File: src/sv/dlc_pkg.sv
package dlc_pkg;

  localparam int COORD_BITS  = 16;
  localparam int RADIUS_BITS = 14;
  localparam int COUNT_BITS  = 30;

  localparam int MAX_IN_BITS = (COORD_BITS > RADIUS_BITS) ? COORD_BITS : RADIUS_BITS;
  localparam int WIDE_BITS   = MAX_IN_BITS + 2;
  localparam int ERR_BITS    = RADIUS_BITS + 3;
  localparam int SUM_BITS    = ((COUNT_BITS > WIDE_BITS) ? COUNT_BITS : WIDE_BITS) + 1;

  typedef logic [WIDE_BITS-1:0] wide_t;

  typedef struct packed {
    wide_t left;
    wide_t bottom;
    wide_t right;
    wide_t top;
  } rect_t;

  typedef struct packed {
    logic  clr;
    logic  add;
    wide_t len;
  } acc_ctl_t;

endpackage

File: src/sv/dlc_clip.sv
module dlc_clip
  import dlc_pkg::*;
(
  input  rect_t rect,
  input  wide_t col,
  input  wide_t lo,
  input  wide_t hi,
  output wide_t len
);

  logic  in_rect;
  wide_t span_top;
  wide_t span_bot;
  wide_t diff;

  always_comb begin
    in_rect = ($signed(col) >= $signed(rect.left)) && ($signed(col) <= $signed(rect.right)) &&
              ($signed(lo) <= $signed(rect.top)) && ($signed(hi) >= $signed(rect.bottom));
    span_top = ($signed(hi) < $signed(rect.top)) ? hi : rect.top;
    span_bot = ($signed(lo) > $signed(rect.bottom)) ? lo : rect.bottom;
    diff = span_top - span_bot;
    len = (in_rect && !diff[WIDE_BITS-1]) ? diff + wide_t'(1) : '0;
  end

endmodule

File: src/sv/dlc_accum.sv
module dlc_accum
  import dlc_pkg::*;
(
  input  logic                  clk,
  input  logic                  rst,
  input  acc_ctl_t              ctl,
  output logic [COUNT_BITS-1:0] total
);

  logic                len_q;
  wide_t               len_val;
  logic [SUM_BITS-1:0] sum;

  assign sum = SUM_BITS'(total) + SUM_BITS'(len_val);

  always_ff @(posedge clk) begin
    if (rst) begin
      len_q <= 1'b0;
    end else begin
      len_q <= ctl.add;
    end
    len_val <= ctl.len;
    if (ctl.clr) begin
      total <= '0;
    end else if (len_q) begin
      if (sum[SUM_BITS-1:COUNT_BITS] != '0) begin
        total <= '1;
      end else begin
        total <= sum[COUNT_BITS-1:0];
      end
    end
  end

endmodule

File: src/sv/disc_rect_lattice_count.sv
// Counts the integer lattice points that lie inside or on a circle and inside
// an inclusive axis-aligned rectangle.
// Input channel: in_valid / in_ready with the rectangle corners, circle center
// and radius. Output channel: out_valid / out_ready with point_count.
// One item is in flight at a time; in_ready is high only while the sequencer
// is idle. The walk steps a column counter from the center outward and keeps
// the half-height with an incremental error term, one add per cycle; each
// mirrored column span is clipped by one shared clip unit and summed.
// The walk always ends at half-height zero, so the number of half-height
// decrements equals the radius.
// The result sits in an output register: a new item is accepted while it
// waits, but the next result is held back until the receiver takes the old
// one. A stalled receiver therefore stalls the block only at its last step.
// Reset (rst, synchronous) returns the sequencer to idle and drops any
// pending result.
module disc_rect_lattice_count
  import dlc_pkg::*;
(
  input  logic                   clk,
  input  logic                   rst,
  input  logic                   in_valid,
  output logic                   in_ready,
  input  logic [COORD_BITS-1:0]  rect_left,
  input  logic [COORD_BITS-1:0]  rect_bottom,
  input  logic [COORD_BITS-1:0]  rect_right,
  input  logic [COORD_BITS-1:0]  rect_top,
  input  logic [COORD_BITS-1:0]  center_x,
  input  logic [COORD_BITS-1:0]  center_y,
  input  logic [RADIUS_BITS-1:0] radius,
  output logic                   out_valid,
  input  logic                   out_ready,
  output logic [COUNT_BITS-1:0]  point_count
);

  typedef enum logic [2:0] {
    S_IDLE, S_CENTER, S_ADV, S_DEC, S_SPAN_P, S_SPAN_N, S_FLUSH, S_FINISH
  } state_t;

  state_t                 state;
  rect_t                  rect;
  logic [RADIUS_BITS-1:0] rad;
  logic [RADIUS_BITS-1:0] dx;
  logic [RADIUS_BITS-1:0] h;
  logic [ERR_BITS-1:0]    err;
  wide_t                  lo;
  wide_t                  hi;
  wide_t                  colp;
  wide_t                  coln;

  logic                   accept;
  logic                   result_load;
  logic [RADIUS_BITS-1:0] dx_next;
  logic [ERR_BITS-1:0]    err_adv;
  logic [ERR_BITS-1:0]    err_dec;
  logic                   err_pos;
  wide_t                  cx_w;
  wide_t                  cy_w;
  wide_t                  rad_w;
  wide_t                  clip_col;
  wide_t                  clip_len;
  acc_ctl_t               acc_ctl;
  logic [COUNT_BITS-1:0]  total;

  assign in_ready    = (state == S_IDLE);
  assign accept      = in_valid && in_ready;
  assign result_load = (state == S_FINISH) && (!out_valid || out_ready);

  assign cx_w  = {{(WIDE_BITS-COORD_BITS){center_x[COORD_BITS-1]}}, center_x};
  assign cy_w  = {{(WIDE_BITS-COORD_BITS){center_y[COORD_BITS-1]}}, center_y};
  assign rad_w = {{(WIDE_BITS-RADIUS_BITS){1'b0}}, radius};

  assign dx_next = dx + RADIUS_BITS'(1);
  assign err_adv = err + {2'b00, dx, 1'b1};
  assign err_dec = err + ERR_BITS'(1) - {2'b00, h, 1'b0};
  assign err_pos = !err[ERR_BITS-1] && (err != '0);

  assign clip_col = (state == S_SPAN_N) ? coln : colp;

  dlc_clip u_clip (
    .rect (rect),
    .col  (clip_col),
    .lo   (lo),
    .hi   (hi),
    .len  (clip_len)
  );

  always_comb begin
    acc_ctl.clr = accept;
    acc_ctl.add = (state == S_CENTER) || (state == S_SPAN_P) || (state == S_SPAN_N);
    acc_ctl.len = clip_len;
  end

  dlc_accum u_accum (
    .clk   (clk),
    .rst   (rst),
    .ctl   (acc_ctl),
    .total (total)
  );

  always_ff @(posedge clk) begin
    if (rst) begin
      state     <= S_IDLE;
      out_valid <= 1'b0;
    end else begin
      if (result_load) begin
        out_valid <= 1'b1;
      end else if (out_ready) begin
        out_valid <= 1'b0;
      end
      case (state)
        S_IDLE: begin
          if (accept) begin
            rect.left   <= {{(WIDE_BITS-COORD_BITS){rect_left[COORD_BITS-1]}}, rect_left};
            rect.bottom <= {{(WIDE_BITS-COORD_BITS){rect_bottom[COORD_BITS-1]}}, rect_bottom};
            rect.right  <= {{(WIDE_BITS-COORD_BITS){rect_right[COORD_BITS-1]}}, rect_right};
            rect.top    <= {{(WIDE_BITS-COORD_BITS){rect_top[COORD_BITS-1]}}, rect_top};
            rad   <= radius;
            dx    <= '0;
            h     <= radius;
            err   <= '0;
            lo    <= cy_w - rad_w;
            hi    <= cy_w + rad_w;
            colp  <= cx_w;
            coln  <= cx_w;
            state <= S_CENTER;
          end
        end
        S_CENTER: begin
          state <= (rad == '0) ? S_FLUSH : S_ADV;
        end
        S_ADV: begin
          dx    <= dx_next;
          err   <= err_adv;
          colp  <= colp + wide_t'(1);
          coln  <= coln - wide_t'(1);
          state <= S_DEC;
        end
        S_DEC: begin
          if ((h != '0) && err_pos) begin
            h   <= h - RADIUS_BITS'(1);
            err <= err_dec;
            lo  <= lo + wide_t'(1);
            hi  <= hi - wide_t'(1);
          end else begin
            state <= S_SPAN_P;
          end
        end
        S_SPAN_P: begin
          state <= S_SPAN_N;
        end
        S_SPAN_N: begin
          state <= (dx == rad) ? S_FLUSH : S_ADV;
        end
        S_FLUSH: begin
          state <= S_FINISH;
        end
        S_FINISH: begin
          if (result_load) begin
            point_count <= total;
            state       <= S_IDLE;
          end
        end
        default: begin
          state <= S_IDLE;
        end
      endcase
    end
  end

endmodule

File: config.mk
export PLATFORM = sky130hd
export DESIGN_NAME = disc_rect_lattice_count
export DESIGN_NICKNAME = d
export VERILOG_FILES = /design/src/sv/dlc_pkg.sv /design/src/sv/dlc_clip.sv /design/src/sv/dlc_accum.sv /design/src/sv/disc_rect_lattice_count.sv
export SDC_FILE = /design/constraint.sdc
export NUM_CORES = 1
export LEC_CHECK = 0
export ABC_AREA = 1
export BUFFER_PORTS_ARGS = -buffer_cell sky130_fd_sc_hd__buf_2
export CORE_MARGIN = 2
export CORE_UTILIZATION = 35
export CTS_BUF_LIST = sky130_fd_sc_hd__clkbuf_16
export CTS_CLUSTER_SIZE = 40
export DETAILED_ROUTE_END_ITERATION = 8
export GPL_ROUTABILITY_DRIVEN = 0
export GPL_TIMING_DRIVEN = 0
export PLACE_DENSITY = 0.52
export RECOVER_POWER = 25
export SLEW_MARGIN = 30
export SYNTH_ARGS = -nofsm -noshare
export SYNTH_HDL_FRONTEND = slang
export SYNTH_SLANG_ARGS = --single-unit
File: constraint.sdc
create_clock -name clk -period 11.8 [get_ports clk]
set_input_delay 1.18 -clock clk [delete_from_list [all_inputs] [get_ports clk]]
set_output_delay 1.18 -clock clk [all_outputs]
set_load 0.01 [all_outputs]
==> reports/results.ini <==
[run_status]
run_status=complete, no violations

[synth]
synth_top_area_share_pct=32.9
synth_top_family_by_area=simple AND/OR/NAND/NOR gates
syn-mean-instance-area_um2=7.95
syn_area_um2=20600
yosys_warnings=0
seq_area_frac_synth_pct=38.0
netlist_top_cells_count=nand2_1 (556), inv_1 (371), edfxtp_1 (225)
post-synth-top-count-cell=nand2_1
synth_ff_type=edfxtp_1
synthCells=2586
yosys-mux-area-fraction_pct=0.0487
synth-compound-area-share_pct=13.9
yosys.area.top_type=edfxtp_1
ys_ff_latch=278
synthesis.nets=2930
yosys.area_share.adder_pct=14.2
synthArstFlopShare_pct=0
ys_types=63
synth_simple_gate_area_share_pct=22.7
synthTopCellsByArea=edfxtp_1 (33%), ha_1 (14%), nand2_1 (10%)
synth-xor-area-share_pct=3.23
synth_edf_count=225

[sta]
clock_skew_ns=0.0221
tightest_slew_ns=0.867
slew_headroom_pct=41.7
fin_hold_ws_ns=0.464
drv_slew=0
fin_ws_ns=7.10
rsz0062_at_grt=false
post-route-min-period_ns=4.70
finalHoldViolCount=0
fin_crit_sh_pct=39.8
setup_viol=0
finalSetupTns_ns=0
fmax_ghz=0.213

[floorplanning]
start_util_pct=35.5
dieArea_um2=60700
die_y_um=246
die_w_um=246
core_um2=57900
ios=146
row_count=88

[route]
wl_per_cell_um=16.9
vias_per_cell=5.06
drtPass1Iterations=5
num_vias=18135
drc=0
ant_nets=0
wirelength_um=60400
drt-initial-drc-count=1227

[setup_path]
cp_max_fo=10
cp-end-kind=flop
setup.worst_path.class=flop to flop
crit_arrival_ns=5.14
required_ns=12.25
start_kind=flop

[clocking]
cts_resized=0
cts.sinks=278
postCtsSetupRepairBufs=0
cts_hold_buf=0
clockRootBuffer=clkbuf_16
cts_max_level=2
cts_buffers=37
cts_tree=done
clk-insertion-delay-late_ns=0.57
cts_max_path_buffers=3
path_clk_slew_ns=0.06

[layout]
fillCellCount=5960
syn_to_final_growth_pct=15.2
seqCellArea_um2=7820
multi_input_area_um2=11100
nNetsFinal=3131
drive_above_1_share_pct=10.1

[grt]
grt_pass1_wl_um=95200
grt.total_usage_pct=19.8
gr-total-overflow=0
grt_max_degree=26
antenna_found_initial=1
grt_pass1_vias=17755

[min_path]
holdCritPathClass=flop to flop

[placement]
port_buffers=145
post-place-ws_ns=7.17
dp.final_hpwl_um=48000

[power]
vdd_drop_max_mv=0.122
leakage_nw=10.8
p_per_area_nw_per_um2=254

[flow_run]
cap_violations=0

## per-stage QoR
| stage | util (%) | std cells | total power, mW | instance area [um2] |
|---|---|---|---|---|
| 6_report | 40.9 | 3581 | 6.02 | 23700 |
| 5_1_grt | 40.9 | 3580 | 6.57 | 23700 |
| 4_1_cts | 41.0 | 3580 | 6.05 | 23700 |
| 3_5_place_dp | 38.9 | 3513 | 4.89 | 22500 |
| 3_3_place_gp | 38.4 | 3496 | 4.78 | 22200 |
| 2_1_floorplan | - | 2586 | 3.95 | 20600 |
## worst paths after layout
check | start | to | slack, ns | cells past startpoint
max | rect[15] | u_accum.len_val[12] | 7.10 | 27
max reg2reg | rect[15] | u_accum.len_val[12] | 7.10 | 27
min | u_accum.total[3] | point_count[3] | 0.46 | 0
min reg2reg | u_accum.total[3] | point_count[3] | 0.46 | 0
## cell usage in the layout (no fill, tap or decap), types with 12 or more instances in the layout
cell type  count
nand2_1      556
inv_1        379
edfxtp_1     225
ha_1         224
o21ai_0      219
nor2_1       209
a21oi_1      197
buf_2        129
nand3_1      109
clkbuf_1      61
dfxtp_1       53
xor2_1        42
nand4_1       40
nor3_1        40
clkbuf_16     38
xnor2_1       30
nor4_1        20
nand2_2       17
nor2_4        15
a21o_1        13
o21ai_1       12
## report_power, final
part           switching, mW  total (mW)  internal (mW)
Clock                  0.466        1.12          0.654
Combinational           2.19        3.30           1.11
Sequential             0.220        1.60           1.38
## flip-flops by register name (all words and copies together) (netlist names)
signal / count
rect: 64
point_count: 30
u_accum.total: 30
coln: 18
colp: 18
hi: 18
lo: 18
u_accum.len_val: 18
err: 17
dx: 14
h: 14
rad: 14
state: 3
out_valid: 1
u_accum.len_q: 1
## worst max-delay path: stages (launching register included)
cell      delay (ns)
edfxtp_1        0.41
inv_1           0.21
ha_1            0.33
nand2_2         0.10
inv_1           0.04
nand2_1         0.05
nand2_1         0.04
a21oi_1         0.24
nand4_1         0.19
nand2_1         0.18
clkbuf_1        0.42
nand2_1         0.08
o21ai_0         0.10
ha_1            0.20
inv_2           0.06
fa_1            0.44
nand3_1         0.14
nand2_1         0.13
nand2_1         0.11
nand2_1         0.07
nand2_1         0.06
nand2_1         0.15
inv_1           0.15
nand2_1         0.09
nor2_2          0.17
nand3b_1        0.12
xor2_1          0.25
nor2_4          0.06
## cells by family after synthesis
logic type,after synthesis
compound gates,520
xor+xnor,74
fa+ha+maj,230
buf+inv,427
flops,278
mux,1
simple gates,1056
## metal layers
metal,wire length [um],track usage [%]
met5,0,0
met4,1490,6.15
met3,3110,2.60
met2,26800,31.7
met1,29000,27.8
## final cells by class
type                            count  share of cell area (%)
Multi-Input combinational cell   1881                    47.1
Clock buffer                       38                    4.01
Inverter                          382                    6.05
Timing Repair Buffer              162                    3.97
Antenna cell                        1                  0.0106
Buffer                             45                   0.814
Clock inverter                     29                    1.01
Sequential cell                   278                    33.0
Tap cell                          765                    4.04
Power figures use the tool's default switching activity.
